[src/rtl/core/weighted_round_robin_picker_assert.svh]
// ----------------------------------------------------------------------------
// weighted_round_robin_picker_assert.svh
// Assertion macros shared by the picker RTL. clk and rst_n must be in scope.
// ----------------------------------------------------------------------------
`ifndef WEIGHTED_ROUND_ROBIN_PICKER_ASSERT_SVH
`define WEIGHTED_ROUND_ROBIN_PICKER_ASSERT_SVH

// condition holds at every edge out of reset
`define WRR_ASSERT_HOLDS(label, cond, msg) \
    label: assert property (@(posedge clk) disable iff (!rst_n) (cond)) else $error(msg);

// antecedent implies consequent in the same cycle
`define WRR_ASSERT_IMPLIES(label, ante, cons, msg) \
    label: assert property (@(posedge clk) disable iff (!rst_n) (ante) |-> (cons)) \
        else $error(msg);

// antecedent implies consequent in the next cycle
`define WRR_ASSERT_NEXT(label, ante, cons, msg) \
    label: assert property (@(posedge clk) disable iff (!rst_n) (ante) |=> (cons)) \
        else $error(msg);

`endif

[src/rtl/core/wrr_pkg.sv]
// ----------------------------------------------------------------------------
// wrr_pkg
// Types and constants of the weighted round-robin picker.
// ----------------------------------------------------------------------------
package wrr_pkg;

    localparam int MAX_ENTRIES   = 16;
    localparam int FRACTION_BITS = 8;

    localparam int ENTRY_W  = 4;
    localparam int COUNT_W  = 5;
    localparam int WEIGHT_W = 16;
    localparam int MASK_W   = 16;

    localparam int RCNT_W = FRACTION_BITS + 1;
    localparam int USED_W = RCNT_W + FRACTION_BITS;
    localparam int C1_W   = RCNT_W + 1;
    localparam int D_W    = FRACTION_BITS + 1;
    localparam int PROD_W = C1_W + D_W;

    localparam logic [WEIGHT_W-1:0] ONE_FX     = WEIGHT_W'(1) << FRACTION_BITS;
    localparam logic [PROD_W-1:0]   TWO_ONE_FX = PROD_W'(2) << FRACTION_BITS;

    typedef enum logic
    {
        OP_PICK = 1'b0,
        OP_LOAD = 1'b1
    } opcode_t;

    typedef struct packed
    {
        opcode_t             opcode;
        logic [ENTRY_W-1:0]  entry_index;
        logic [WEIGHT_W-1:0] weight_value;
        logic [MASK_W-1:0]   available_mask;
    } item_t;

    typedef struct packed
    {
        logic [ENTRY_W-1:0] chosen_index;
        logic               fallback;
    } result_t;

    typedef enum logic [2:0]
    {
        ST_IDLE = 3'b001,
        ST_SCAN = 3'b010,
        ST_EMIT = 3'b100
    } state_t;

endpackage

[src/rtl/core/wrr_chan_if.sv]
// ----------------------------------------------------------------------------
// wrr_chan_if
// Valid/ready channels of the picker: one for input items, one for results.
// ----------------------------------------------------------------------------
interface wrr_item_if import wrr_pkg::*; ();

    logic  valid;
    logic  ready;
    item_t data;

    modport source (output valid, output data, input ready);
    modport sink (input valid, input data, output ready);

endinterface

interface wrr_result_if import wrr_pkg::*; ();

    logic    valid;
    logic    ready;
    result_t data;

    modport source (output valid, output data, input ready);
    modport sink (input valid, input data, output ready);

endinterface

[src/rtl/core/weighted_round_robin_picker.sv]
// ----------------------------------------------------------------------------
// weighted_round_robin_picker
// A load beat stores one entry's 8.8 weight and returns nothing. A pick
// beat scans the entries in use one per cycle from the rotation pointer,
// wrapping round, through one shared multiply-compare unit that tests each
// available entry's weight rule and updates its counters; the first entry
// that passes is returned, else the pointer entry with the fallback flag.
// Input ready stays low from the accepted pick through the scan until its
// result moves into the output register, where it waits, so the next beat
// can be taken meanwhile; a pick that finishes while an earlier result
// still waits there holds until that result is taken.
// ----------------------------------------------------------------------------
`include "weighted_round_robin_picker_assert.svh"

module weighted_round_robin_picker import wrr_pkg::*;
(
    input  logic               clk,
    input  logic               rst_n,
    input  logic               cfg_wr_en,
    input  logic [COUNT_W-1:0] cfg_wr_data,
    wrr_item_if.sink           item,
    wrr_result_if.source       result
);

    state_t state_reg, state_next;

    logic [WEIGHT_W-1:0] weight_reg [MAX_ENTRIES];
    logic [RCNT_W-1:0]   run_reg    [MAX_ENTRIES];
    logic [RCNT_W-1:0]   frac_reg   [MAX_ENTRIES];

    logic [COUNT_W-1:0] ptr_reg;
    logic [COUNT_W-1:0] count_reg;

    logic [ENTRY_W-1:0] idx_reg;
    logic [ENTRY_W-1:0] start_reg;
    logic [COUNT_W-1:0] steps_reg;
    logic [COUNT_W-1:0] nuse_reg;
    logic [MASK_W-1:0]  mask_reg;

    logic [ENTRY_W-1:0] res_idx_reg;
    logic               res_fb_reg;

    logic    out_valid_reg;
    result_t out_data_reg;

    logic item_fire;
    logic out_free;

    logic [COUNT_W-1:0] n_clamp;
    logic [ENTRY_W-1:0] start_val;

    // per-entry step
    logic [WEIGHT_W-1:0]      w;
    logic [RCNT_W-1:0]        rc;
    logic [RCNT_W-1:0]        fc;
    logic                     avail;
    logic [USED_W-1:0]        used;
    logic [WEIGHT_W-1:0]      left;
    logic [RCNT_W-1:0]        rc_inc;
    logic [RCNT_W-1:0]        fc_inc;
    logic                     w_big;
    logic [FRACTION_BITS-1:0] div_x;
    logic [RCNT_W-1:0]        div_c;
    logic [PROD_W-1:0]        prod;
    logic [PROD_W-1:0]        num;
    logic                     hit;
    logic                     pass;
    logic [RCNT_W-1:0]        rc_new;
    logic [RCNT_W-1:0]        fc_new;
    logic [COUNT_W-1:0]       idx_plus;
    logic                     last_step;

    assign item_fire = item.valid && item.ready;
    assign item.ready = (state_reg == ST_IDLE);
    assign out_free = !out_valid_reg || result.ready;

    assign result.valid = out_valid_reg;
    assign result.data  = out_data_reg;

    always_comb
    begin
        if (count_reg == '0)
        begin
            n_clamp = COUNT_W'(1);
        end
        else if (count_reg > COUNT_W'(MAX_ENTRIES))
        begin
            n_clamp = COUNT_W'(MAX_ENTRIES);
        end
        else
        begin
            n_clamp = count_reg;
        end
        start_val = (ptr_reg >= n_clamp) ? '0 : ptr_reg[ENTRY_W-1:0];
    end

    // shared multiply-compare: counter >= round(ONE / x)
    always_comb
    begin
        w      = weight_reg[idx_reg];
        rc     = run_reg[idx_reg];
        fc     = frac_reg[idx_reg];
        avail  = mask_reg[idx_reg];
        used   = {rc, {FRACTION_BITS{1'b0}}};
        left   = w - used[WEIGHT_W-1:0];
        rc_inc = rc + RCNT_W'(1);
        fc_inc = fc + RCNT_W'(1);
        w_big  = (w > ONE_FX);
        div_x  = w_big ? left[FRACTION_BITS-1:0] : w[FRACTION_BITS-1:0];
        div_c  = w_big ? fc_inc : rc_inc;
        prod   = PROD_W'(C1_W'(div_c) + C1_W'(1)) * PROD_W'({div_x, 1'b0});
        num    = TWO_ONE_FX + PROD_W'(div_x);
        hit    = (prod > num);

        pass   = 1'b0;
        rc_new = rc;
        fc_new = fc;
        if (!avail)
        begin
            pass = 1'b0;
        end
        else if ((w == '0) || (w == ONE_FX))
        begin
            pass = 1'b1;
        end
        else if (w_big)
        begin
            if (used >= USED_W'(w))
            begin
                rc_new = '0;
            end
            else if (left > ONE_FX)
            begin
                rc_new = rc_inc;
                pass   = 1'b1;
            end
            else if (left == ONE_FX)
            begin
                rc_new = '0;
                pass   = 1'b1;
            end
            else
            begin
                rc_new = '0;
                if (hit)
                begin
                    fc_new = '0;
                    pass   = 1'b1;
                end
                else
                begin
                    fc_new = fc_inc;
                end
            end
        end
        else
        begin
            if (hit)
            begin
                rc_new = '0;
                pass   = 1'b1;
            end
            else
            begin
                rc_new = rc_inc;
            end
        end

        idx_plus  = COUNT_W'(idx_reg) + COUNT_W'(1);
        last_step = (steps_reg == nuse_reg - COUNT_W'(1));
    end

    always_comb
    begin
        state_next = state_reg;
        unique case (state_reg)
            ST_IDLE:
            begin
                if (item_fire && (item.data.opcode == OP_PICK))
                begin
                    state_next = ST_SCAN;
                end
            end
            ST_SCAN:
            begin
                if (pass || last_step)
                begin
                    state_next = ST_EMIT;
                end
            end
            ST_EMIT:
            begin
                if (out_free)
                begin
                    state_next = ST_IDLE;
                end
            end
            default:
            begin
                state_next = ST_IDLE;
            end
        endcase
    end

    always_ff @(posedge clk or negedge rst_n)
    begin
        if (!rst_n)
        begin
            state_reg     <= ST_IDLE;
            ptr_reg       <= '0;
            count_reg     <= COUNT_W'(1);
            out_valid_reg <= 1'b0;
            for (int i = 0; i < MAX_ENTRIES; i++)
            begin
                weight_reg[i] <= '0;
                run_reg[i]    <= '0;
                frac_reg[i]   <= '0;
            end
        end
        else
        begin
            state_reg <= state_next;

            if (cfg_wr_en)
            begin
                count_reg <= cfg_wr_data;
            end

            if (item_fire && (item.data.opcode == OP_LOAD))
            begin
                weight_reg[item.data.entry_index] <= item.data.weight_value;
                run_reg[item.data.entry_index]    <= '0;
                frac_reg[item.data.entry_index]   <= '0;
                ptr_reg                           <= '0;
            end

            if (state_reg == ST_SCAN)
            begin
                run_reg[idx_reg]  <= rc_new;
                frac_reg[idx_reg] <= fc_new;
                if (pass)
                begin
                    ptr_reg <= (rc_new != '0) ? COUNT_W'(idx_reg) : idx_plus;
                end
                else if (last_step)
                begin
                    ptr_reg <= COUNT_W'(start_reg) + COUNT_W'(1);
                end
            end

            if ((state_reg == ST_EMIT) && out_free)
            begin
                out_valid_reg <= 1'b1;
            end
            else if (result.valid && result.ready)
            begin
                out_valid_reg <= 1'b0;
            end
        end
    end

    always_ff @(posedge clk)
    begin
        if (item_fire && (item.data.opcode == OP_PICK))
        begin
            idx_reg   <= start_val;
            start_reg <= start_val;
            steps_reg <= '0;
            nuse_reg  <= n_clamp;
            mask_reg  <= item.data.available_mask;
        end
        else if (state_reg == ST_SCAN)
        begin
            if (pass)
            begin
                res_idx_reg <= idx_reg;
                res_fb_reg  <= 1'b0;
            end
            else if (last_step)
            begin
                res_idx_reg <= start_reg;
                res_fb_reg  <= 1'b1;
            end
            else
            begin
                idx_reg   <= (idx_plus == nuse_reg) ? '0 : idx_plus[ENTRY_W-1:0];
                steps_reg <= steps_reg + COUNT_W'(1);
            end
        end

        if ((state_reg == ST_EMIT) && out_free)
        begin
            out_data_reg.chosen_index <= res_idx_reg;
            out_data_reg.fallback     <= res_fb_reg;
        end
    end

    `WRR_ASSERT_IMPLIES(a_scan_idx, state_reg == ST_SCAN,
        COUNT_W'(idx_reg) < nuse_reg, "scan index beyond entries in use")
    `WRR_ASSERT_IMPLIES(a_scan_steps, state_reg == ST_SCAN,
        steps_reg < nuse_reg, "scan ran past entries in use")
    `WRR_ASSERT_HOLDS(a_ptr_range, ptr_reg <= COUNT_W'(MAX_ENTRIES),
        "rotation pointer out of range")
    `WRR_ASSERT_NEXT(a_emit_drain, (state_reg == ST_EMIT) && !out_valid_reg,
        out_valid_reg && (state_reg == ST_IDLE), "finished pick not moved to output register")

endmodule
[src/flat_wrapper.sv]
// flat-port wrapper written by rule: the top's interface ports become plain ports
module weighted_round_robin_picker_flat import wrr_pkg::*;
  (clk, rst_n, cfg_wr_en, cfg_wr_data, item_valid, item_data, item_ready, result_valid, result_data, result_ready);
  wrr_item_if item_i ();
  wrr_result_if result_i ();
  input  logic clk;
  input  logic rst_n;
  input  logic cfg_wr_en;
  input  logic [COUNT_W-1:0] cfg_wr_data;
  input wire logic [$bits(item_i.valid)-1:0] item_valid;
  input wire logic [$bits(item_i.data)-1:0] item_data;
  output wire logic [$bits(item_i.ready)-1:0] item_ready;
  output wire logic [$bits(result_i.valid)-1:0] result_valid;
  output wire logic [$bits(result_i.data)-1:0] result_data;
  input wire logic [$bits(result_i.ready)-1:0] result_ready;
  assign item_i.valid = item_valid;
  assign item_i.data = item_data;
  assign item_ready = item_i.ready;
  assign result_valid = result_i.valid;
  assign result_data = result_i.data;
  assign result_i.ready = result_ready;
  weighted_round_robin_picker u_core (.clk(clk), .rst_n(rst_n), .cfg_wr_en(cfg_wr_en), .cfg_wr_data(cfg_wr_data), .item(item_i), .result(result_i));
endmodule
[config.mk]
export PLATFORM = sky130hd
export DESIGN_NAME = weighted_round_robin_picker_flat
export DESIGN_NICKNAME = d
export VERILOG_FILES = /design/src/rtl/core/wrr_pkg.sv /design/src/rtl/core/wrr_chan_if.sv /design/src/rtl/core/weighted_round_robin_picker.sv /design/src/flat_wrapper.sv
export VERILOG_INCLUDE_DIRS = /design/src /design/src/rtl/core
export SDC_FILE = /design/constraint.sdc
export NUM_CORES = 1
export LEC_CHECK = 0
export ABC_CLOCK_PERIOD_IN_PS = 17200
export BUFFER_PORTS_ARGS = -buffer_cell sky130_fd_sc_hd__buf_2
export CAP_MARGIN = 20
export CORE_MARGIN = 2
export CORE_UTILIZATION = 65
export CTS_CLUSTER_DIAMETER = 40
export CTS_CLUSTER_SIZE = 10
export DETAILED_ROUTE_END_ITERATION = 8
export PLACE_DENSITY = 0.82
export SETUP_SLACK_MARGIN = 0.1
export SKIP_LAST_GASP = 1
export SLEW_MARGIN = 20
export SYNTH_ARGS = -nofsm -noshare
export SYNTH_HDL_FRONTEND = slang
export SYNTH_SLANG_ARGS = --single-unit
[constraint.sdc]
create_clock -name clk -period 17.2 [get_ports clk]
set_clock_uncertainty 0.1 [all_clocks]
set_input_delay 3.44 -clock clk [delete_from_list [all_inputs] [get_ports clk]]
set_output_delay 3.44 -clock clk [all_outputs]
set_load 0.005 [all_outputs]
==> metrics.cfg <==
[drt]
highest-signal-layer=met5
wl_met2_mm=41.24
wirelength_mm=88.68
detail_route.drc_violations=0
drt_iter0_drc=3015
drt_pass_1_iters=8
detail-route-antenna-nets=0
post_drt_via_cell_ratio=7.009
route.layer.met1.wl_mm=33.16
routed-wl-met3_mm=10.61
vias=23570
route.detailed.wl_per_inst_um=26.38

[setup_path]
critical_path.max_stage_delay_ns=0.99
crit_required_ns=17.36
timing.critical_path.mode_cell=sky130_fd_sc_hd__fa_1
critical_path.top_delay_family=compound AO/OA/AOI/OAI gates
critPathMaxFanout=80
buffers_and_inverters_on_the_worst_path=6
cell_at_the_slowest_stage_of_the_critical_path=sky130_fd_sc_hd__o221ai_2
setup.worst_path.class=reg2reg
worst-r2r-setup-slack_ns=4.31
worstPathArrival_ns=13.05
r2r_start=u_core.idx_reg[0]
setup.worst_path.end_class=flip-flop
timing.critical_path.from=u_core.idx_reg[0]
critical_path_startpoint_category=flip-flop

[synth]
postSynthCellCount=2653
synth_largest_type_area_fraction=0.4359
synth_enable_flop_cells=39
synth.largest_area_cell=sky130_fd_sc_hd__dfrtp_1
synthTopCellsByArea=sky130_fd_sc_hd__dfrtp_1 (44%), sky130_fd_sc_hd__mux4_2 (10%), sky130_fd_sc_hd__mux2_2 (9.4%)
postSynthAreaPerCell_um2=12.03
synth_cell_types=99
syn_warnings=0
synth_fp_nets=2824
ys_async_sr_fraction=0.9269
synth_seq_cells=602
ys.flop_type=sky130_fd_sc_hd__dfrtp_1
synthesis.area_um2=31920
yosysSeqAreaShare=0.4774

[placed_design]
placed_cell_areas_um2=32630
dp_worst_setup_slack_ns=4.450
place.port_buffers=53
finalWeightedCongestion=0.9608
dpl.hpwl_mm=51.47

[clock_network]
cts_made_buffers=85
cts_setup_buffers=0
post_cts.resized_instances=0
clk_pin_slew_ns=0.05
cts_hold_buffers=0
cts.root.buffer_cell=sky130_fd_sc_hd__clkbuf_16
clock-sinks=602
max-clock-path-buffers=3
cts.htree.levels=3
cts_tree=built
clkLatencyLatePin_ns=0.63

[flow_run]
timing.max_cap.violations=0

[sta]
timing.final.hold_violations=0
max_slew_margin=0.2653
fin_crit_sh=0.7491
report.final.setup_viol=0
worst_pin_slew_ns=1.099
grt_setup_unrepaired=false
achievable-frequency_mhz=77.61
final_critical_path_setup_slack_ns=4.315
slew_viol_final=0
finalCriticalPeriod_ns=12.89
final_sum_of_negative_setup_slack_ns=0

[floorplanning]
die-width_um=225.6
initial_utilization=0.6547
std_cell_rows=81
i_o_pin_cnt=54
floorplan.die_area_um2=50890
core_area_um2=48750
die_h_um=225.6

[layout]
n_fill_cell=2978
final_layout_size_suffix_gt1_frac=0.2791
antenna_cells_inserted=0
finalNetCount=2816
post-route-util=0.7264
layout.cells.most_common_list=sky130_fd_sc_hd__dfrtp_1 (556), sky130_fd_sc_hd__mux2_2 (266), sky130_fd_sc_hd__nand2_1 (264)
largest_register_ffs=256
syn2layout_area_growth_pct=10.94
layout_commonest_cell=sky130_fd_sc_hd__dfrtp_1
fin_area_um2=35410

[global_route]
vias_in_the_first_global_route=24410
grt_pass1_wl_mm=138.3
grt_antenna_before_repair=4
maximum_number_of_pins_on_one_net_before_global_route_repair=165
grt_overflow=0
track_usage=0.3581

[outcome]
run_status=finished, final reports clean

[hold_path]
hold_path.class=reg2reg
hp-start=u_core.res_idx_reg[1]

[pwr]
static_leak_nw=15.96
cellPowerDensity_nw_per_um2=204.8
vdd_ir_drop_max_uv=152.3

synthesized netlist by cell type (7+ instances only):
cell	n
sky130_fd_sc_hd__a21o_1	8
sky130_fd_sc_hd__a21oi_1	33
sky130_fd_sc_hd__a221oi_2	7
sky130_fd_sc_hd__a22o_1	15
sky130_fd_sc_hd__a22oi_1	29
sky130_fd_sc_hd__and2_1	8
sky130_fd_sc_hd__and3_1	8
sky130_fd_sc_hd__buf_1	10
sky130_fd_sc_hd__buf_2	31
sky130_fd_sc_hd__buf_4	13
sky130_fd_sc_hd__buf_6	11
sky130_fd_sc_hd__clkbuf_1	141
sky130_fd_sc_hd__dfrtp_1	556
sky130_fd_sc_hd__edfxtp_1	39
sky130_fd_sc_hd__fa_1	49
sky130_fd_sc_hd__ha_1	75
sky130_fd_sc_hd__inv_1	99
sky130_fd_sc_hd__mux2_2	266
sky130_fd_sc_hd__mux2i_1	12
sky130_fd_sc_hd__mux4_2	148
sky130_fd_sc_hd__nand2_1	265
sky130_fd_sc_hd__nand2b_1	11
sky130_fd_sc_hd__nand3_1	118
sky130_fd_sc_hd__nand4_1	9
sky130_fd_sc_hd__nor2_1	125
sky130_fd_sc_hd__nor2b_1	14
sky130_fd_sc_hd__nor3_1	20
sky130_fd_sc_hd__o21a_1	13
sky130_fd_sc_hd__o21ai_0	90
sky130_fd_sc_hd__o21ai_1	14
sky130_fd_sc_hd__o22ai_1	218
sky130_fd_sc_hd__or2_1	11
sky130_fd_sc_hd__or2_2	9
sky130_fd_sc_hd__xnor2_1	31
sky130_fd_sc_hd__xor2_1	15
per-layer routing:
metal,GRT usage,vias to the layer above
li1,-,9705
met1,0.4783,11940
met2,0.5486,1572
met3,0.1102,342
met4,0.1549,6
met5,0,-
power by group:
part,switching (W),internal (W)
registers,0.000249,0.00186
clock network,0.000646,0.00108
logic,0.00202,0.00139
total,0.00291,0.00434
metrics by stage:
| step | hold WS, ns | std cells | total power, W |
|---|---|---|---|
| 2_1_floorplan | 0.3003 | 2653 | 0.004619 |
| 3_3_place_gp | 0.3008 | 3222 | 0.005283 |
| 4_1_cts | 0.3169 | 3362 | 0.007193 |
| 3_5_place_dp | 0.3052 | 3222 | 0.005429 |
| 5_1_grt | 0.3255 | 3362 | 0.007682 |
| 6_report | 0.3132 | 3362 | 0.007252 |
path summary, 6_finish.rpt:
kind                                     endpoint  cells after the start
setup / recovery                u_core.idx_reg[3]                     33
hold / removal              u_core.result.data[2]                      0
setup reg to reg                u_core.idx_reg[3]                     33
hold reg to reg             u_core.result.data[2]                      0
max in group asynchronous  u_core.weight_reg[219]                      4
min in group asynchronous    u_core.frac_reg[106]                      1
kinds of logic (layout without fill, tap and decap cells):
family	after synthesis	after routing	synth area share
AO/OA/AOI/OAI	496	496	0.1062
XOR/XNOR	49	49	0.01450
adder cells (fa/ha/maj)	124	124	0.06014
buffers and inverters	310	355	0.04300
flip-flops	602	602	0.4774
multiplexers	430	430	0.2044
AND/OR/NAND/NOR	642	642	0.09436
cell type report:
cell class | instances | area, um^2 | area share
Clock buffer | 107 | 2342 | 0.06615
Clock inverter | 33 | 429.2 | 0.01212
Inverter | 101 | 379.1 | 0.01071
Multi-Input combinational cell | 1741 | 15420 | 0.4355
Sequential cell | 602 | 15240 | 0.4303
Tap cell | 664 | 830.8 | 0.02346
Timing Repair Buffer | 114 | 769.5 | 0.02173
No activity file was read; power rests on OpenSTA's default activity.
